## config.mk

```make
export PLATFORM = sky130hd
export DESIGN_NAME = relay_failover_controller
export DESIGN_NICKNAME = d
export VERILOG_FILES = /design/src/rtl/rfc_pkg.sv /design/src/rtl/rfc_front.sv /design/src/rtl/rfc_queue.sv /design/src/rtl/rfc_back.sv /design/src/rtl/relay_failover_controller.sv
export SDC_FILE = /design/constraint.sdc
export NUM_CORES = 1
export LEC_CHECK = 0
export BUFFER_PORTS_ARGS = -buffer_cell sky130_fd_sc_hd__buf_2
export CORE_UTILIZATION = 56
export CTS_CLUSTER_SIZE = 40
export DETAILED_ROUTE_END_ITERATION = 12
export HOLD_SLACK_MARGIN = 0.06
export PLACE_DENSITY = 0.76
export SLEW_MARGIN = 20
export SYNTH_ARGS = -nofsm -noshare
export SYNTH_HDL_FRONTEND = slang
export SYNTH_SLANG_ARGS = --single-unit
export TNS_END_PERCENT = 50
```

## constraint.sdc

```tcl
create_clock -name clk -period 9.4 [get_ports clk]
set_input_delay 0.94 -clock clk [delete_from_list [all_inputs] [get_ports clk]]
set_output_delay 0.94 -clock clk [all_outputs]
set_load 0.02 [all_outputs]
```

## src/rtl/rfc_pkg.sv

```systemverilog
// Shared types, constants and helpers for the relay failover controller.
`default_nettype none

package rfc_pkg;

	// Relay slots that the storage supports; the live count never exceeds four.
	localparam int MAX_RELAY_SLOTS = 4;
	localparam int RELAY_LIMIT     = (MAX_RELAY_SLOTS < 4) ? MAX_RELAY_SLOTS : 4;

	// Event queue between the front and the back.
	localparam int QUEUE_DEPTH = 2;
	localparam int QPTR_W      = (QUEUE_DEPTH > 1) ? $clog2(QUEUE_DEPTH) : 1;
	localparam int QCNT_W      = $clog2(QUEUE_DEPTH + 1);

	// Input command codes.
	localparam logic [1:0] CMD_START     = 2'd0;
	localparam logic [1:0] CMD_TICK      = 2'd1;
	localparam logic [1:0] CMD_TICK_DATA = 2'd2;
	localparam logic [1:0] CMD_RX        = 2'd3;

	// Result kinds.
	localparam logic [1:0] KIND_KEEPALIVE = 2'd0;
	localparam logic [1:0] KIND_REGISTER  = 2'd1;
	localparam logic [1:0] KIND_DATA      = 2'd2;

	// Switch event codes.
	localparam logic [1:0] SW_NONE     = 2'd0;
	localparam logic [1:0] SW_FAILOVER = 2'd1;
	localparam logic [1:0] SW_FAILBACK = 2'd2;

	// Configuration register indexes.
	localparam logic [2:0] REG_RELAY_COUNT   = 3'd0;
	localparam logic [2:0] REG_KEEPALIVE     = 3'd1;
	localparam logic [2:0] REG_RX_IDLE       = 3'd2;
	localparam logic [2:0] REG_PROBE_TIMEOUT = 3'd3;
	localparam logic [2:0] REG_FAILBACK      = 3'd4;

	// Reset values of the configuration registers.
	localparam logic [2:0]  RST_RELAY_COUNT   = 3'd1;
	localparam logic [31:0] RST_KEEPALIVE     = 32'd25000;
	localparam logic [31:0] RST_RX_IDLE       = 32'd5000;
	localparam logic [31:0] RST_PROBE_TIMEOUT = 32'd3000;
	localparam logic [31:0] RST_FAILBACK      = 32'd10000;

	typedef enum logic [1:0] {
		OP_START,
		OP_TICK,
		OP_TICK_DATA,
		OP_RX
	} op_t;

	typedef struct packed {
		op_t         op;
		logic [31:0] now;
		logic [1:0]  idx;
	} item_t;

	typedef struct packed {
		logic [1:0] kind;
		logic [1:0] target;
		logic [1:0] sw;
		logic       last;
	} res_t;

	typedef struct packed {
		logic [2:0]  num_relays;
		logic [31:0] keepalive_ms;
		logic [31:0] rx_idle_ms;
		logic [31:0] probe_timeout_ms;
		logic [31:0] failback_ms;
	} cfg_t;

	// Relay count clamped into 1..RELAY_LIMIT.
	function automatic logic [2:0] live_count(input logic [2:0] cnt);
		logic [2:0] c;
		c = cnt;
		if (c == 3'd0)
			c = 3'd1;
		if (c > 3'(RELAY_LIMIT))
			c = 3'(RELAY_LIMIT);
		return c;
	endfunction

	// (cur + 1) mod cnt by repeated subtraction; cnt is at least one.
	function automatic logic [1:0] next_relay(input logic [1:0] cur, input logic [2:0] cnt);
		logic [2:0] v;
		v = {1'b0, cur} + 3'd1;
		for (int k = 0; k < RELAY_LIMIT; k++) begin
			if (v >= cnt)
				v = v - cnt;
		end
		return v[1:0];
	endfunction

endpackage

`default_nettype wire

```

## src/rtl/rfc_front.sv

```systemverilog
// Front stage: takes event beats, decodes the command, feeds the event queue.
`default_nettype none

module rfc_front (
	input  wire logic           clk,
	input  wire logic           arst_n,
	input  wire logic           in_valid,
	output logic                in_stall,
	input  wire logic [1:0]     cmd,
	input  wire logic [31:0]    now_ms,
	input  wire logic [1:0]     relay_idx,
	input  wire logic           q_full,
	output logic                q_push,
	output rfc_pkg::item_t      q_item
);
	import rfc_pkg::*;

	logic  valid_s1;
	item_t item_s1;
	op_t   op_dec;

	always_comb begin
		unique case (cmd)
			CMD_START:     op_dec = OP_START;
			CMD_TICK:      op_dec = OP_TICK;
			CMD_TICK_DATA: op_dec = OP_TICK_DATA;
			CMD_RX:        op_dec = OP_RX;
			default:       op_dec = OP_TICK;
		endcase
	end

	assign in_stall = valid_s1 && q_full;
	assign q_push   = valid_s1 && !q_full;
	assign q_item   = item_s1;

	always_ff @(posedge clk or negedge arst_n) begin
		if (!arst_n) begin
			valid_s1 <= 1'b0;
		end else if (!in_stall) begin
			valid_s1 <= in_valid;
		end
	end

	always_ff @(posedge clk) begin
		if (!in_stall && in_valid) begin
			item_s1.op  <= op_dec;
			item_s1.now <= now_ms;
			item_s1.idx <= relay_idx;
		end
	end

endmodule

`default_nettype wire

```

## src/rtl/rfc_queue.sv

```systemverilog
// Short event queue between the front and the back.
`default_nettype none

module rfc_queue (
	input  wire logic           clk,
	input  wire logic           arst_n,
	input  wire logic           push,
	input  rfc_pkg::item_t      push_item,
	output logic                full,
	input  wire logic           pop,
	output logic                nempty,
	output rfc_pkg::item_t      head
);
	import rfc_pkg::*;

	item_t             slot_q [QUEUE_DEPTH];
	logic [QPTR_W-1:0] wr_q;
	logic [QPTR_W-1:0] rd_q;
	logic [QCNT_W-1:0] cnt_q;

	assign full   = (cnt_q == QCNT_W'(QUEUE_DEPTH));
	assign nempty = (cnt_q != '0);
	assign head   = slot_q[rd_q];

	function automatic logic [QPTR_W-1:0] bump(input logic [QPTR_W-1:0] p);
		logic [QPTR_W-1:0] r;
		if (p == QPTR_W'(QUEUE_DEPTH - 1))
			r = '0;
		else
			r = p + 1'b1;
		return r;
	endfunction

	always_ff @(posedge clk or negedge arst_n) begin
		if (!arst_n) begin
			wr_q  <= '0;
			rd_q  <= '0;
			cnt_q <= '0;
		end else begin
			if (push)
				wr_q <= bump(wr_q);
			if (pop)
				rd_q <= bump(rd_q);
			if (push && !pop)
				cnt_q <= cnt_q + 1'b1;
			else if (pop && !push)
				cnt_q <= cnt_q - 1'b1;
		end
	end

	always_ff @(posedge clk) begin
		if (push)
			slot_q[wr_q] <= push_item;
	end

endmodule

`default_nettype wire

```

## src/rtl/rfc_back.sv

```systemverilog
// Back end: relay state, failover sequencer and result register.
`default_nettype none

module rfc_back (
	input  wire logic           clk,
	input  wire logic           arst_n,
	input  rfc_pkg::cfg_t       cfg,
	input  wire logic           q_nempty,
	input  rfc_pkg::item_t      q_head,
	output logic                q_pop,
	output logic                out_valid,
	input  wire logic           out_stall,
	output rfc_pkg::res_t       out_res
);
	import rfc_pkg::*;

	typedef enum logic [9:0] {
		ST_IDLE   = 10'b0000000001,
		ST_START  = 10'b0000000010,
		ST_RX     = 10'b0000000100,
		ST_KA     = 10'b0000001000,
		ST_FB     = 10'b0000010000,
		ST_FBLOOP = 10'b0000100000,
		ST_RXCHK  = 10'b0001000000,
		ST_PTO    = 10'b0010000000,
		ST_DATA   = 10'b0100000000,
		ST_FLUSH  = 10'b1000000000
	} state_t;

	state_t      state_q, state_d;
	item_t       item_q, item_d;
	logic [1:0]  cur_q, cur_d;
	logic [31:0] last_rx_q, last_rx_d;
	logic [31:0] last_send_q, last_send_d;
	logic [31:0] probe_time_q, probe_time_d;
	logic        probe_q, probe_d;
	logic [31:0] last_fb_q, last_fb_d;
	logic [1:0]  i_q, i_d;

	// One-result hold so that the final result of an event can carry last.
	logic        pend_v_q, pend_v_d;
	res_t        pend_q;

	logic        out_valid_q;
	res_t        out_res_q;
	logic        out_free;
	logic        out_load;

	logic [2:0]  cnt;
	logic [31:0] tbase, tlimit, tdiff;
	logic        elapsed;
	logic        emit_v, emit_ok, flush;
	logic [1:0]  emit_kind, emit_tgt, emit_sw;
	logic [1:0]  nxt_relay;
	state_t      after_probe;

	assign cnt      = live_count(cfg.num_relays);
	assign out_free = !out_valid_q || !out_stall;
	assign out_valid = out_valid_q;
	assign out_res   = out_res_q;

	// One shared subtract and compare; the state picks the stamp and limit.
	always_comb begin
		unique case (state_q)
			ST_KA: begin
				tbase  = last_send_q;
				tlimit = cfg.keepalive_ms;
			end
			ST_FB: begin
				tbase  = last_fb_q;
				tlimit = cfg.failback_ms;
			end
			ST_PTO: begin
				tbase  = probe_time_q;
				tlimit = cfg.probe_timeout_ms;
			end
			default: begin
				tbase  = last_rx_q;
				tlimit = cfg.rx_idle_ms;
			end
		endcase
		tdiff   = item_q.now - tbase;
		elapsed = (tdiff >= tlimit);
	end

	assign nxt_relay   = next_relay(cur_q, cnt);
	assign after_probe = (item_q.op == OP_TICK_DATA) ? ST_DATA : ST_FLUSH;

	always_comb begin
		state_d      = state_q;
		item_d       = item_q;
		cur_d        = cur_q;
		last_rx_d    = last_rx_q;
		probe_time_d = probe_time_q;
		probe_d      = probe_q;
		last_fb_d    = last_fb_q;
		i_d          = i_q;
		emit_v       = 1'b0;
		emit_kind    = KIND_KEEPALIVE;
		emit_tgt     = cur_q;
		emit_sw      = SW_NONE;
		flush        = 1'b0;
		q_pop        = 1'b0;

		unique case (state_q)
			ST_IDLE: begin
				if (q_nempty) begin
					q_pop  = 1'b1;
					item_d = q_head;
					case (q_head.op)
						OP_START: state_d = ST_START;
						OP_RX:    state_d = ST_RX;
						default:  state_d = ST_KA;
					endcase
				end
			end
			ST_START: begin
				if (out_free) begin
					cur_d     = 2'd0;
					last_rx_d = item_q.now;
					emit_v    = 1'b1;
					emit_kind = KIND_REGISTER;
					emit_tgt  = 2'd0;
					state_d   = ST_FLUSH;
				end
			end
			ST_RX: begin
				if (out_free) begin
					if ({1'b0, item_q.idx} < cnt) begin
						if (item_q.idx == cur_q) begin
							last_rx_d = item_q.now;
							probe_d   = 1'b0;
						end else if (item_q.idx < cur_q) begin
							cur_d     = item_q.idx;
							last_rx_d = item_q.now;
							probe_d   = 1'b0;
							emit_v    = 1'b1;
							emit_kind = KIND_REGISTER;
							emit_tgt  = item_q.idx;
							emit_sw   = SW_FAILBACK;
						end
					end
					state_d = ST_FLUSH;
				end
			end
			ST_KA: begin
				if (out_free) begin
					emit_v  = elapsed;
					state_d = ST_FB;
				end
			end
			ST_FB: begin
				if (out_free) begin
					if (cur_q != 2'd0 && elapsed) begin
						last_fb_d = item_q.now;
						i_d       = 2'd0;
						state_d   = ST_FBLOOP;
					end else begin
						state_d = ST_RXCHK;
					end
				end
			end
			ST_FBLOOP: begin
				if (out_free) begin
					emit_v   = 1'b1;
					emit_tgt = i_q;
					i_d      = i_q + 2'd1;
					if ((i_q + 2'd1) == cur_q)
						state_d = ST_RXCHK;
				end
			end
			ST_RXCHK: begin
				if (out_free) begin
					if (elapsed) begin
						if (!probe_q) begin
							emit_v       = 1'b1;
							probe_d      = 1'b1;
							probe_time_d = item_q.now;
							state_d      = after_probe;
						end else begin
							state_d = ST_PTO;
						end
					end else begin
						state_d = after_probe;
					end
				end
			end
			ST_PTO: begin
				if (out_free) begin
					if (elapsed) begin
						cur_d     = nxt_relay;
						probe_d   = 1'b0;
						last_rx_d = item_q.now;
						emit_v    = 1'b1;
						emit_kind = KIND_REGISTER;
						emit_tgt  = nxt_relay;
						emit_sw   = (nxt_relay != cur_q) ? SW_FAILOVER : SW_NONE;
					end
					state_d = after_probe;
				end
			end
			ST_DATA: begin
				if (out_free) begin
					emit_v    = 1'b1;
					emit_kind = KIND_DATA;
					state_d   = ST_FLUSH;
				end
			end
			ST_FLUSH: begin
				if (out_free) begin
					flush   = 1'b1;
					state_d = ST_IDLE;
				end
			end
			default: state_d = ST_IDLE;
		endcase
	end

	// Orders to a relay beyond the live count are dropped.
	assign emit_ok  = emit_v && ({1'b0, emit_tgt} < cnt);
	assign out_load = pend_v_q && (emit_ok || flush);

	always_comb begin
		last_send_d = last_send_q;
		if (emit_ok && emit_tgt == cur_d)
			last_send_d = item_q.now;
		pend_v_d = pend_v_q;
		if (emit_ok)
			pend_v_d = 1'b1;
		else if (flush)
			pend_v_d = 1'b0;
	end

	always_ff @(posedge clk or negedge arst_n) begin
		if (!arst_n) begin
			state_q      <= ST_IDLE;
			cur_q        <= '0;
			last_rx_q    <= '0;
			last_send_q  <= '0;
			probe_time_q <= '0;
			probe_q      <= 1'b0;
			last_fb_q    <= '0;
			pend_v_q     <= 1'b0;
			out_valid_q  <= 1'b0;
		end else begin
			state_q      <= state_d;
			cur_q        <= cur_d;
			last_rx_q    <= last_rx_d;
			last_send_q  <= last_send_d;
			probe_time_q <= probe_time_d;
			probe_q      <= probe_d;
			last_fb_q    <= last_fb_d;
			pend_v_q     <= pend_v_d;
			if (out_free)
				out_valid_q <= out_load;
		end
	end

	always_ff @(posedge clk) begin
		item_q <= item_d;
		i_q    <= i_d;
		if (emit_ok) begin
			pend_q.kind   <= emit_kind;
			pend_q.target <= emit_tgt;
			pend_q.sw     <= emit_sw;
			pend_q.last   <= 1'b0;
		end
		if (out_load) begin
			out_res_q.kind   <= pend_q.kind;
			out_res_q.target <= pend_q.target;
			out_res_q.sw     <= pend_q.sw;
			out_res_q.last   <= flush;
		end
	end

endmodule

`default_nettype wire

```

## src/rtl/relay_failover_controller.sv

```systemverilog
// Top level of the relay failover controller: ports, configuration registers, wiring.
`default_nettype none

// Relay failover controller. Each input beat is one event (start, tick, tick
// followed by a data send, or packet received) stamped with a wrapping ms time;
// the block answers with zero to six send orders, one per output beat, the final
// one flagged by last. A front stage decodes events into a two-entry queue, so
// events can be taken while the back end is still busy; the back end works one
// event at a time through a sequencer that shares a single 32-bit subtract and
// compare across the time checks. Start and packet-received events go through
// their own state and a flush state; a tick goes through keepalive, failback
// check, one sweep step per higher-priority relay, receive check, probe timeout
// if pending, data send if asked, flush. A stalled output holds the sequencer.
// Configuration is taken at any time (cfg_ready is tied high) but is meant to
// change only while the block is idle. A relay count outside 1..4 is clamped.
module relay_failover_controller (
	input  wire logic        clk,
	input  wire logic        arst_n,
	// event channel
	input  wire logic        in_valid,
	output logic             in_stall,
	input  wire logic [1:0]  cmd,
	input  wire logic [31:0] now_ms,
	input  wire logic [1:0]  relay_idx,
	// send order channel
	output logic             out_valid,
	input  wire logic        out_stall,
	output logic [1:0]       kind,
	output logic [1:0]       target,
	output logic [1:0]       switch_event,
	output logic             last,
	// configuration write channel
	input  wire logic        cfg_valid,
	output logic             cfg_ready,
	input  wire logic [2:0]  cfg_index,
	input  wire logic [31:0] cfg_data
);
	import rfc_pkg::*;

	cfg_t  cfg_q;
	item_t push_item;
	item_t head;
	res_t  res;
	logic  q_full, q_push, q_pop, q_nempty;

	assign cfg_ready = 1'b1;

	// Register file; writes beyond the last register are ignored.
	always_ff @(posedge clk or negedge arst_n) begin
		if (!arst_n) begin
			cfg_q.num_relays       <= RST_RELAY_COUNT;
			cfg_q.keepalive_ms     <= RST_KEEPALIVE;
			cfg_q.rx_idle_ms       <= RST_RX_IDLE;
			cfg_q.probe_timeout_ms <= RST_PROBE_TIMEOUT;
			cfg_q.failback_ms      <= RST_FAILBACK;
		end else if (cfg_valid && cfg_ready) begin
			unique case (cfg_index)
				REG_RELAY_COUNT:   cfg_q.num_relays       <= cfg_data[2:0];
				REG_KEEPALIVE:     cfg_q.keepalive_ms     <= cfg_data;
				REG_RX_IDLE:       cfg_q.rx_idle_ms       <= cfg_data;
				REG_PROBE_TIMEOUT: cfg_q.probe_timeout_ms <= cfg_data;
				REG_FAILBACK:      cfg_q.failback_ms      <= cfg_data;
				default: ;
			endcase
		end
	end

	rfc_front u_front (
		.clk       (clk),
		.arst_n    (arst_n),
		.in_valid  (in_valid),
		.in_stall  (in_stall),
		.cmd       (cmd),
		.now_ms    (now_ms),
		.relay_idx (relay_idx),
		.q_full    (q_full),
		.q_push    (q_push),
		.q_item    (push_item)
	);

	rfc_queue u_queue (
		.clk       (clk),
		.arst_n    (arst_n),
		.push      (q_push),
		.push_item (push_item),
		.full      (q_full),
		.pop       (q_pop),
		.nempty    (q_nempty),
		.head      (head)
	);

	rfc_back u_back (
		.clk       (clk),
		.arst_n    (arst_n),
		.cfg       (cfg_q),
		.q_nempty  (q_nempty),
		.q_head    (head),
		.q_pop     (q_pop),
		.out_valid (out_valid),
		.out_stall (out_stall),
		.out_res   (res)
	);

	// Result beat fields.
	assign kind         = res.kind;
	assign target       = res.target;
	assign switch_event = res.sw;
	assign last         = res.last;

endmodule

`default_nettype wire

```

* Word-level counts from Yosys, hierarchy flattened *
Memories as Yosys holds them, arrays and structs flattened.
Index checks and enable logic that the tools add are counted.

word-level totals
  register bits after elaboration = 366
  bits in writable memories = 72
  bits of input ports = 76
  output and inout port bits = 10
  word-level logic and storage cells = 231
  memories kept = 1

cells by class
  $add $sub $neg = 11
  order comparisons = 9
  equality and inequality tests = 40
  muxes and demuxes = 95
  bitwise operators = 1
  reductions and logical operators = 42

memories
  memory          depth  width  rd ports  clocked after memory_dff  write ports  RTL line         text
  u_queue.slot_q  2      36     1         0                         1            rfc_queue.sv:16  item_t slot_q [QUEUE_DEPTH];

operators with widths
  operator                                                                number
  32-bit case mux with 3 select lines                                     3
  32-bit 2-to-1 mux                                                       7
  10-bit 2-to-1 mux                                                       12
  10-bit case mux with 8 select lines                                     1
  2-bit 2-to-1 mux                                                        25
  32-bit greater-or-equal comparator                                      1
  1-bit 2-to-1 mux                                                        32
  32-bit subtractor                                                       1
  2-bit by 1-bit != test with 1-bit output, second input constant         14
  2-bit case mux with 4 select lines                                      3
  3-bit 2-to-1 mux                                                        5
  3-bit greater-or-equal comparator                                       4
  2-bit AND reduction                                                     6
  10-bit by 1-bit equality test with 1-bit output, second input constant  1
  10-bit equality test, second input constant                             1
  10-bit by 2-bit equality test with 1-bit output, second input constant  1
  10-bit by 3-bit equality test with 1-bit output, second input constant  1
  10-bit by 4-bit equality test with 1-bit output, second input constant  1
  10-bit by 5-bit equality test with 1-bit output, second input constant  1
  10-bit by 6-bit equality test with 1-bit output, second input constant  1
  10-bit by 7-bit equality test with 1-bit output, second input constant  1
  10-bit by 8-bit equality test with 1-bit output, second input constant  1
  10-bit by 9-bit equality test with 1-bit output, second input constant  1
  2-bit equality test, second input constant                              5
  other kinds (37)                                                        69

* Depth between registers and ports, before layout *
Gate-level depths: netlist (run 1).

  depth in word-level cells = 19
  depth in mapped cells = 39
  mapped depth without buffers = 33

* Cells and area by module *
Synthesis (run 1) repeated with hierarchy kept, for this count alone.

second synthesis, totals
  cell total of the unflattened synthesis = 1563
  area, all modules = 21139.0 um^2

by module, submodules not included
  module                     times used  cells an instance  area an instance (um^2)  seq. area each (um^2)
  rfc_back                   1           1108               12020.3                  5111.2
  relay_failover_controller  1           284                5041.1                   3308.2
  rfc_queue                  1           128                2936.6                   2262.2
  rfc_front                  1           43                 1141.1                   1106.1

* Least setup slack after synthesis (run 1) *
No wires, ideal clock.

  kind = flip-flop to flip-flop
  start = register u_back.state_q[7]
  end = register u_back.last_send_q[31]
  setup time = 0.128 ns
  data arrival time = 8.654 ns
  data required time = 9.272 ns
  path slack = 0.618 ns
  stages on the path, launching flop included = 38
  buffers on the path = 6
  period minus slack after synthesis = 8.782 ns
  cells stage by stage = dfrtp_1 buf_6 or4_1 buf_2 nor2_1 and4b_1 clkbuf_1 clkbuf_1 a222oi_1 a21boi_0 ha_1 o21a_1 o21ai_0 a31oi_1 a21oi_1 a21oi_1 a41oi_1 o311a_1 [... 2 more ...] ha_1 a21o_1 a21o_1 a221oi_1 nand3_1 o21ai_1 nor3_1 a222oi_1 a21oi_1 ha_1 nor2_1 nor2_1 a221o_1 a31oi_4 and2_1 buf_4 buf_6 mux2_1

between the ends
  cells in the longest elaborated chain, start to end = 10
  elaborated cells between the ends (all ways) = 27
  classes of those cells = add/sub (1); order compare (2); eq/ne (9); mux (12); reduce/logical (3)

ends and longest elaborated chain
  item                                                                     RTL line                         text
  start: declaration                                                       rfc_back.sv:30                   state_t state_q, state_d;
  start signal: assignment                                                 rfc_back.sv:246                  state_q <= state_d;
  10-bit by 8-bit equality test with 1-bit output (tied with other cells)  rfc_back.sv:64, rfc_back.sv:105
  32-bit case mux with 3 select lines                                      rfc_back.sv:64                   unique case (state_q)
  32-bit subtractor                                                        rfc_back.sv:82                   tdiff = item_q.now - tbase;
  32-bit greater-or-equal comparator                                       rfc_back.sv:83                   elapsed = (tdiff >= tlimit);
  2-bit 2-to-1 mux                                                         rfc_back.sv:190                  if (elapsed) begin
  2-bit 2-to-1 mux                                                         rfc_back.sv:189                  if (out_free) begin
  2-bit case mux with 4 select lines (*)                                   rfc_back.sv:105                  unique case (state_q)
  via u_back.emit_tgt[1]                                                   rfc_back.sv:53                   logic [1:0] emit_kind, emit_tgt, emit_sw;
  2-bit by 3-bit < comparator with 1-bit output (*)                        rfc_back.sv:220                  assign emit_ok = emit_v && ({1'b0, emit_tgt} < cnt);
  1-bit logical AND (*)                                                    rfc_back.sv:220
  via u_back.emit_ok                                                       rfc_back.sv:52                   logic emit_v, emit_ok, flush;
  1-bit logical AND (*)                                                    rfc_back.sv:225                  if (emit_ok && emit_tgt == cur_d)
  end signal: assignment                                                   rfc_back.sv:249                  last_send_q <= last_send_d;
  end: declaration                                                         rfc_back.sv:34                   logic [31:0] last_send_q, last_send_d;

Mark *: on every way through the listed nets, which the timed path passes. The rest lies on a longest branch.
A chain may end at the register's enable or synchronous reset.

* Final worst setup path (run 1) *
  start = register u_back.state_q[7]
  end = register u_back.last_send_q[11]

Same word-level chain as after synthesis.

==> results of run 1 <==
## worst max-delay path, delay by kind of cell, from the launching register on
kind / cells / cell delay, ns
simple gates: 9 / 2.36
flops: 1 / 0.47
mux: 1 / 0.36
fa+ha+maj: 3 / 0.98
buf+inv: 2 / 0.44
compound gates: 17 / 4.12
## per-stage QoR
| stage | util (%) | area, sq um | hold WS (ns) |
|---|---|---|---|
| finish | 64.4 | 23100 | 0.430 |
| global route | 64.4 | 23100 | 0.432 |
| CTS | 64.3 | 23000 | 0.436 |
| detailed placement | 60.2 | 21600 | 0.424 |
| global placement | 60.2 | 21600 | 0.411 |
| floorplan | - | 20600 | 0.400 |
## metal layers
metal | part of all wire (%) | track usage [%]
met4 | 1.9 | 6.01
met1 | 45 | 32.6
met2 | 48 | 37.8
met5 | 0 | 0
met3 | 5.2 | 3.50
## sequential cells by signal, summed over array words and instances, names as in the netlist, 6 cells and up
name	cells
u_back.state_q	10
u_back.out_res	7
u_back.last_fb_q	32
u_back.last_send_q	32
u_back.pend_q	6
cfg_q	131
u_back.last_rx_q	32
u_front.q_item	36
u_back.item_q	36
u_back.probe_time_q	32
u_queue.slot_q	72
## cell families (layout without fill, tap and decap cells)
group,after synthesis,in the layout,synth area share (%)
multiplexers,303,303,16.6
AO/OA/AOI/OAI,300,300,10.9
AND/OR/NAND/NOR,225,225,5.83
other,1,2,0.0182
adder cells (fa/ha/maj),89,89,5.56
flip-flops,438,438,57.3
buffers and inverters,100,218,2.01
XOR/XNOR,43,43,1.83
## final timing paths
path | slack [ns] | endpoint | depth (start not counted)
min | 0.43 | u_back.out_res[1]$_DFFE_PP_ | 0
max reg2reg | 0.51 | u_back.last_send_q[11]$_DFFE_PN0P_ | 32
min reg2reg | 0.43 | u_back.out_res[1]$_DFFE_PP_ | 0
max | 0.51 | u_back.last_send_q[11]$_DFFE_PN0P_ | 32
min in group asynchronous | 0.44 | u_back.out_valid$_DFFE_PN0N_ | 1
max in group asynchronous | 7.65 | u_back.last_rx_q[14]$_DFFE_PN0P_ | 2
## cell usage after synthesis (all sizes together), types with 4 or more instances
library cell  count  area [sq um]
o31ai             4          30.0
nand3b            6          45.0
dfstp            25           657
nor3b             6          45.0
clkbuf           52           195
a21boi           64           480
nor2b            16           100
nor4bb            4          40.0
mux2            297          3340
ha               85          1060
or2               7          43.8
dfrtp           254          6360
o21ai            40           200
o211ai            6          50.1
fa                4          80.1
a211oi            4          30.0
and2              4          25.0
nand2b           13          81.3
and3              6          37.5
edfxtp          159          4770
inv              24          90.1
a31oi             9          71.3
nand2            57           214
a21o             21           158
a222oi           64           641
nor3             13          65.1
nand4             5          31.3
xor2             17           149
mux2i             6          60.1
nor4              7          43.8
a22o              5          43.8
o21a              8          60.1
nor2             51           194
xnor2            26           228
a21oi            49           249
nand3            11          55.1
buf              23           125
## area by class of cell
cell class	instances	area [sq um]	share of cell area, %
diodes	1	2.50	0.0108
clock buffers	62	1240	5.37
clock inverters	20	234	1.01
inverters	25	93.8	0.407
multi-input cells	961	8480	36.7
flip-flops and latches	438	11800	51.1
well taps	461	577	2.50
repair buffers	111	669	2.90
## what timing repair did
item,in CTS,in global routing
resized for setup,0,8
endpoints found under the setup margin,0,46
setup buffers,0,2
==> results.md, run 1 <==
* Min Tclk post-route at 8.89 ns
* Initial antenna violation count at 1
* Rows at 69
* Worst-Skew Late Latency at 0.56 ns
* CP Max Fanout at 32
* DRT iter0 DRCs at 927
* FFs w/ async S/R, synth at 63.7%
* Vias in the first global route at 12900
* Tightest Pin Transition at 1.03 ns
* Nets@finish at 1746
* R2R Path Start: u_back.state_q[7]$_DFFE_PN0P_
* H-tree depth at 2
* Syn nets at 1664
* Max_cap viols at 0
* Outcome: finished clean
* Synth Instances at 1499
* Clock Skews at 0.0148 ns
* Drt wl/cell at 20.7 um
* Antenna-violating nets left at 0
* Slew Viols, Final at 0
* Hold buffers post-CTS at 0
* CP arrival at 9.33 ns
* Deepest clock path buffer count at 3
* Area added between synthesis and finish at 12.2%
* Dpl cells at 1994
* Setup CP Type: reg2reg
* Die footprint at 0.0375 sq mm
* HP Start: u_back.pend_q[1]$_DFFE_PP_
* First-pass GRT wire length at 69.4 mm
* DRT Pass-1 Iters at 9
* DR vias at 12700
* Starting density of the core at 57.4%
* Die width at 194 um
* Largest net degree at the start of global routing at 117
* Clk slew on worst S/H paths at 0.06 ns
* Critical path's largest stage delay at 0.72 ns
* Setup crit start: u_back.state_q[7]$_DFFE_PN0P_
* Final Worst Setup Slack at 0.507 ns
* Total congestion overflow at 0
* # fillers at 2623
* Worst hold path class: reg2reg
* Seq/Total Area, Yosys at 57.3%
* Overall Global Routing Usage at 23.1%
* RSZ-0062 raised after global routing: no
* Number of flops mapped to enable cells by yosys at 159
* Mean Syn Cell Area at 13.7 sq um
* Vias/cell at 6.13
* Post-route clock period utilization at 94.6%
* Final TNS setup at 0 ns
* Register bit total from synthesis at 438
* Crit-path slowest cell: or4_1
* Total CTS buffers at 44
* Setup crit start kind: flip-flop
* Most frequent cells in the layout: mux2_2 (265), dfrtp_1 (254), edfxtp_1 (159), ha_1 (85), buf_2 (83)
* Prevailing post-synth register cell: dfrtp_1
* Dpl ws at 0.254 ns
* Final GP Congestion at 0.884
* Max frequency at 0.112 GHz
* # setup viols final at 0
* Total wire length at 43.1 mm
* Synth Cell Area at 0.0206 sq mm
* Kind of end point of the critical path: flip-flop
* CTS tree: yes
* Die Y at 194 um
* # DRC at 0
* DP HPWL at 28.7 mm
* CP required at 9.84 ns
* Commonest non-fill, non-tap cell in the layout: mux2_2
* Ports at 86
* Port Buffer Count at 84
* Library cells used by synthesis at 73
* Relative slew slack at 31.5%
* Core area at 0.0358 sq mm
* Root buffer cell: clkbuf_16
* Ys Warns at 0
* Fin cells at 2079
* Proportion of layout cells with a drive suffix above 1 at 31.0%
* Final hold vios at 0
* CTS sink count at 438
Power of run 1 is left out: the tool's default activity adds up to more than one toggle a clock period on the data nets, which glitch-free logic cannot reach.
==> inputs of run 2 (changes only) <==
Settings changed: CORE_UTILIZATION 56 to 60, PLACE_DENSITY 0.76 to 0.78.
Clock period 9.4 ns to 11.2 ns, I/O delays scaled along.
==> run 2 against run 1 <==
Clock skew grew 0.015 ns. Register-to-register slack gained 0.44 ns. Global-route usage grew 2.2 points. Clock-buffer cell count grew 6. Sequential share of layout area grew 0.21 points. First-iteration DRC count grew 14%. Die area shrank 6.6%. Fmax shrank 13%. Critical path type unchanged. Largest cell class unchanged. Highest routed layer is now met5.
==> results.md, run 2 (same netlist as run 1, synthesis figures left out) <==
* Hold path depth at 0 (unchanged)
* # DRC at 0 (unchanged)
* HP Start: u_back.pend_q[5]$_DFFE_PP_ (was u_back.pend_q[1]$_DFFE_PP_)
* # setup viols final at 0 (unchanged)
* Antenna-violating nets left at 0 (unchanged)
* Total congestion overflow at 0 (unchanged)
* Drt wl/cell at 21.1 um (was 20.7 um)
* Crit-path slowest cell: nor3b_2 (was or4_1)
* Proportion of layout cells with a drive suffix above 1 at 30.1% (was 31.0%)
* Max frequency at 0.0975 GHz (was 0.112 GHz)
* Core area at 0.0336 sq mm (was 0.0358 sq mm)
* Hold buffers post-CTS at 0 (unchanged)
* Area added between synthesis and finish at 11.7% (was 12.2%)
* Die Y at 187 um (was 194 um)
* Min Tclk post-route at 10.25 ns (was 8.89 ns)
* Reg2Reg Setup Slack at 0.95 ns (was 0.51 ns)
* Port Buffer Count at 84 (unchanged)
* Tightest Pin Transition at 1.09 ns (was 1.03 ns)
* Max_cap viols at 0 (unchanged)
* Setup crit start kind: flip-flop (unchanged)
* Largest net degree at the start of global routing at 163 (was 117)
* Biggest register: cfg_q (unchanged)
* Clock Skews at 0.0299 ns (was 0.0148 ns)
* WP buf/inv at 2 (unchanged)
* Kind of end point of the critical path: flip-flop (unchanged)
* Die footprint at 0.0350 sq mm (was 0.0375 sq mm)
* CP Max Fanout at 32 (unchanged)
* DP HPWL at 28.8 mm (was 28.7 mm)
* Final hold vios at 0 (unchanged)
* CP arrival at 10.69 ns (was 9.33 ns)
* H-tree depth at 2 (unchanged)
* Rows at 67 (was 69)
* CTS resizes at 0 (unchanged)
* CP delay by family, top: compound AO/OA/AOI/OAI gates (unchanged)
* R2R depth at 33 (was 32)
* DRT iter0 DRCs at 1056 (was 927)
* DR vias at 12800 (was 12700)
* Largest register FFs at 131 (unchanged)
* Post-route clock period utilization at 91.5% (was 94.6%)
* Worst hold path class: reg2reg (unchanged)
* Clk slew on worst S/H paths at 0.06 ns (about the same)
* Setup CP Type: reg2reg (unchanged)
* RSZ-0062 raised after global routing: no (unchanged)
* Final GP Congestion at 0.890 (was 0.884)
* Deepest clock path buffer count at 3 (unchanged)
* Most frequent cells in the layout: mux2_2 (265), dfrtp_1 (254), edfxtp_1 (159), ha_1 (85), buf_2 (83) (unchanged)
* Critical path's largest stage delay at 0.94 ns (was 0.72 ns)
* # fillers at 2348 (was 2623)
* Initial antenna violation count at 1 (unchanged)
* DRT Pass-1 Iters at 8 (was 9)
* Setup repair bufs after CTS at 0 (unchanged)
* Die width at 187 um (was 194 um)
* Final TNS setup at 0 ns (unchanged)
* Root buffer cell: clkbuf_16 (unchanged)
* Commonest non-fill, non-tap cell in the layout: mux2_2 (unchanged)
* Setup crit start: u_back.state_q[9]$_DFFE_PN0P_ (was u_back.state_q[7]$_DFFE_PN0P_)
* Starting density of the core at 61.2% (was 57.4%)
* R2R Path Start: u_back.state_q[9]$_DFFE_PN0P_ (was u_back.state_q[7]$_DFFE_PN0P_)
* Total CTS buffers at 45 (was 44)
* First-pass GRT wire length at 70.6 mm (was 69.4 mm)
* Ports at 86 (unchanged)
* Total wire length at 43.6 mm (was 43.1 mm)
* Overall Global Routing Usage at 25.4% (was 23.1%)
* CP required at 11.64 ns (was 9.84 ns)
* CTS sink count at 438 (unchanged)
* R2R Path End: u_back.last_send_q[20]$_DFFE_PN0P_ (was u_back.last_send_q[11]$_DFFE_PN0P_)
* Top Registers: cfg_q (131), u_queue.slot_q (72) (unchanged)
* Outcome: finished clean (unchanged)
* Worst-Skew Late Latency at 0.57 ns (was 0.56 ns)
* Vias in the first global route at 13100 (was 12900)
* Vias/cell at 6.19 (was 6.13)
* Slew Viols, Final at 0 (unchanged)
* Nets@finish at 1741 (was 1746)
* CTS tree: yes (unchanged)
* Number of diodes at 0 (was 1)
* Hold EP: u_back.out_res[5]$_DFFE_PP_ (was u_back.out_res[1]$_DFFE_PP_)
* Relative slew slack at 27.3% (was 31.5%)
==> run 2: cell type report <==
cell class / count / area [sq um] / area share (%)
Sequential cell: 438 / 11800 / 51.3
Multi-Input combinational cell: 961 / 8460 / 36.8
Clock buffer: 68 / 1290 / 5.63
Timing Repair Buffer: 105 / 601 / 2.61
Tap cell: 448 / 561 / 2.44
Clock inverter: 15 / 189 / 0.822
Inverter: 25 / 93.8 / 0.408
==> run 2: worst max path at each step <==
stage	end	slack, ns	cells past startpoint
3_5_place_dp	u_back.last_send_q[20]$_DFFE_PN0P_	1.19	33
6_report	u_back.last_send_q[20]$_DFFE_PN0P_	0.95	33
4_1_cts	u_back.last_send_q[24]$_DFFE_PN0P_	1.13	33
2_1_floorplan	u_back.last_send_q[31]$_DFFE_PN0P_	2.42	37
3_3_place_gp	u_back.last_send_q[9]$_DFFE_PN0P_	1.52	32
5_1_grt	u_back.last_send_q[3]$_DFFE_PN0P_	0.19	33
==> run 2: layer usage <==
layer / GRT usage (%) / up-vias / part of all wire [%]
met3: 4.33 / 67 / 5.5
met4: 7.98 / 2 / 2.5
met2: 40.6 / 394 / 47
li1: - / 5880 / -
met5: 0 / - / 0.030
met1: 35.6 / 6417 / 45
==> run 2: worst reg2reg max path: cells and delay by family (launching register included) <==
family,cells,cell delay [ns]
adder cells (fa/ha/maj),3,0.89
multiplexers,1,0.41
AND/OR/NAND/NOR,12,3.34
buffers and inverters,2,0.49
AO/OA/AOI/OAI,15,4.59
flip-flops,1,0.42
==> run 2: stage by stage <==
stage | std cells | utilization (%) | instance area [sq um] | hold WS, ns | setup slack, ns
floorplan | 1499 | - | 20600 | 0.400 | 2.42
global placement | 1977 | 64.0 | 21500 | 0.409 | 1.52
detailed placement | 1977 | 64.0 | 21500 | 0.409 | 1.19
CTS | 2060 | 68.4 | 23000 | 0.422 | 1.13
global route | 2060 | 68.4 | 23000 | 0.430 | 0.189
finish | 2060 | 68.4 | 23000 | 0.424 | 0.948
Power of run 2 is left out for the same reason.
==> inputs of run 3 (changes only) <==
Clock period 11.2 ns to 10.5 ns, I/O delays scaled along.
==> run 3 against run 2 <==
Cell count is essentially flat. Sequential share of layout area grew 0.17 points. Global-route usage grew 0.30 points. Die area is the same. Register-to-register slack gained 0.02 ns. Via count grew 0.80%. Clock skew shrank 0.0035 ns. Non-clock buffer count grew 2. Clock-buffer cell count shrank 8. Critical endpoint unchanged.
==> results.md, run 3 (same netlist as run 1, synthesis figures left out) <==
* Setup repair bufs after CTS at 0 (unchanged)
* DP HPWL at 28.8 mm (about the same)
* Core area at 0.0336 sq mm (unchanged)
* Largest net degree at the start of global routing at 127 (was 163)
* Number of diodes at 0 (unchanged)
* Outcome: finished clean (unchanged)
* Deepest clock path buffer count at 3 (unchanged)
* Post-route clock period utilization at 90.8% (was 91.5%)
* Nets@finish at 1743 (was 1741)
* Hold EP: u_back.out_res[3]$_DFFE_PP_ (was u_back.out_res[5]$_DFFE_PP_)
* Reg2Reg Setup Slack at 0.97 ns (was 0.95 ns)
* Clk slew on worst S/H paths at 0.06 ns (about the same)
* Placed Area at 0.0215 sq mm (about the same)
* DR vias at 12900 (was 12800)
* Area added between synthesis and finish at 11.4% (was 11.7%)
* Min Tclk post-route at 9.53 ns (was 10.25 ns)
* RSZ-0062 raised after global routing: no (unchanged)
* Max_cap viols at 0 (unchanged)
* DRT Pass-1 Iters at 9 (was 8)
* Commonest non-fill, non-tap cell in the layout: mux2_2 (unchanged)
* CP arrival at 9.99 ns (was 10.69 ns)
* HP Start: u_back.pend_q[3]$_DFFE_PP_ (was u_back.pend_q[5]$_DFFE_PP_)
* Vias/cell at 6.24 (was 6.19)
* Antenna-violating nets left at 0 (unchanged)
* Total congestion overflow at 0 (unchanged)
* First-pass GRT wire length at 71.1 mm (was 70.6 mm)
* Total wire length at 43.6 mm (about the same)
* Total CTS buffers at 45 (unchanged)
* Proportion of layout cells with a drive suffix above 1 at 30.8% (was 30.1%)
* # DRC at 0 (unchanged)
* Starting density of the core at 61.2% (unchanged)
* Max frequency at 0.105 GHz (was 0.0975 GHz)
* Wl on met1 at 19.5 mm (was 19.8 mm)
* DRT iter0 DRCs at 1295 (was 1056)
* CTS resizes at 0 (unchanged)
* Die footprint at 0.0350 sq mm (unchanged)
* Kind of end point of the critical path: flip-flop (unchanged)
* Port Buffer Count at 84 (unchanged)
* # fillers at 2343 (was 2348)
* Crit-path slowest cell: or4_1 (was nor3b_2)
* Setup crit start: u_back.state_q[7]$_DFFE_PN0P_ (was u_back.state_q[9]$_DFFE_PN0P_)
* Top Registers: cfg_q (131), u_queue.slot_q (72) (unchanged)
* CTS tree: yes (unchanged)
* Final instance area at 0.0229 sq mm (was 0.0230 sq mm)
* Die Y at 187 um (unchanged)
* Setup CP Type: reg2reg (unchanged)
* Initial antenna violation count at 1 (unchanged)
* CP required at 10.96 ns (was 11.64 ns)
* Top layer in use: met5 (unchanged)
* Clock Skews at 0.0264 ns (was 0.0299 ns)
* Relative slew slack at 31.9% (was 27.3%)
* Hold path depth at 0 (unchanged)
* Final TNS setup at 0 ns (unchanged)
* Setup crit start kind: flip-flop (unchanged)
* Final hold vios at 0 (unchanged)
* Most frequent cells in the layout: mux2_2 (265), dfrtp_1 (254), edfxtp_1 (159), ha_1 (85), buf_2 (83) (unchanged)
* Ports at 86 (unchanged)
* Met3 Wirelength at 2.59 mm (was 2.42 mm)
* CTS sink count at 438 (unchanged)
* R2R Path End: u_back.last_send_q[20]$_DFFE_PN0P_ (unchanged)
* Biggest register: cfg_q (unchanged)
* R2R depth at 33 (unchanged)
* Worst hold path class: reg2reg (unchanged)
* Die width at 187 um (unchanged)
* Final GP Congestion at 0.935 (was 0.890)
* H-tree depth at 2 (unchanged)
* Vias in the first global route at 13100 (about the same)
* Critical path's largest stage delay at 0.71 ns (was 0.94 ns)
* Rows at 67 (unchanged)
* Hold buffers post-CTS at 0 (unchanged)
* Tightest Pin Transition at 1.02 ns (was 1.09 ns)
* Drt wl/cell at 21.1 um (about the same)
* Root buffer cell: clkbuf_16 (unchanged)
* CP Max Fanout at 32 (unchanged)
* Worst-Skew Late Latency at 0.58 ns (was 0.57 ns)
* # setup viols final at 0 (unchanged)
* Slew Viols, Final at 0 (unchanged)
* Smallest hold slack at 0.419 ns (was 0.424 ns)
* Overall Global Routing Usage at 25.7% (was 25.4%)
* Met2 routed WL at 20.4 mm (was 20.3 mm)
* R2R Path Start: u_back.state_q[7]$_DFFE_PN0P_ (was u_back.state_q[9]$_DFFE_PN0P_)
* Largest register FFs at 131 (unchanged)
==> run 3: layout make-up <==
type,count,area [sq um],share of cell area (%)
well taps,448,561,2.45
multi-input cells,961,8460,36.9
clock buffers,60,1240,5.42
repair buffers,107,607,2.65
inverters,25,93.8,0.410
clock inverters,23,158,0.688
flip-flops and latches,438,11800,51.5
==> run 3: per-layer routing <==
metal	track usage [%]	vias up
met2	40.6	374
met4	8.51	2
met1	36.2	6525
met5	0	-
met3	4.47	72
li1	-	5889
==> run 3: worst max-delay path by stage <==
stage / to / slack, ns / cells past startpoint
6_report: u_back.last_send_q[20]$_DFFE_PN0P_ / 0.97 / 33
5_1_grt: u_back.last_send_q[11]$_DFFE_PN0P_ / 0.19 / 33
4_1_cts: u_back.last_send_q[20]$_DFFE_PN0P_ / 1.0 / 33
3_5_place_dp: u_back.last_send_q[20]$_DFFE_PN0P_ / 1.04 / 33
3_3_place_gp: u_back.last_send_q[10]$_DFFE_PN0P_ / 1.41 / 33
2_1_floorplan: u_back.last_send_q[31]$_DFFE_PN0P_ / 1.72 / 37
==> run 3: stage by stage <==
stage	setup WS, ns	utilization, %	std cells
2_1_floorplan	1.72	-	1499
3_3_place_gp	1.41	64.0	1979
3_5_place_dp	1.04	64.0	1979
4_1_cts	1.00	68.1	2062
5_1_grt	0.186	68.2	2062
6_report	0.968	68.2	2062
==> run 3: critical path: cells and delay by family (launching register included) <==
kind	cells	cell delay [ns]
compound gates	18	4.40
simple gates	9	2.46
fa+ha+maj	3	1.03
buf+inv	2	0.61
flops	1	0.47
mux	1	0.38
Power of run 3 is left out for the same reason.
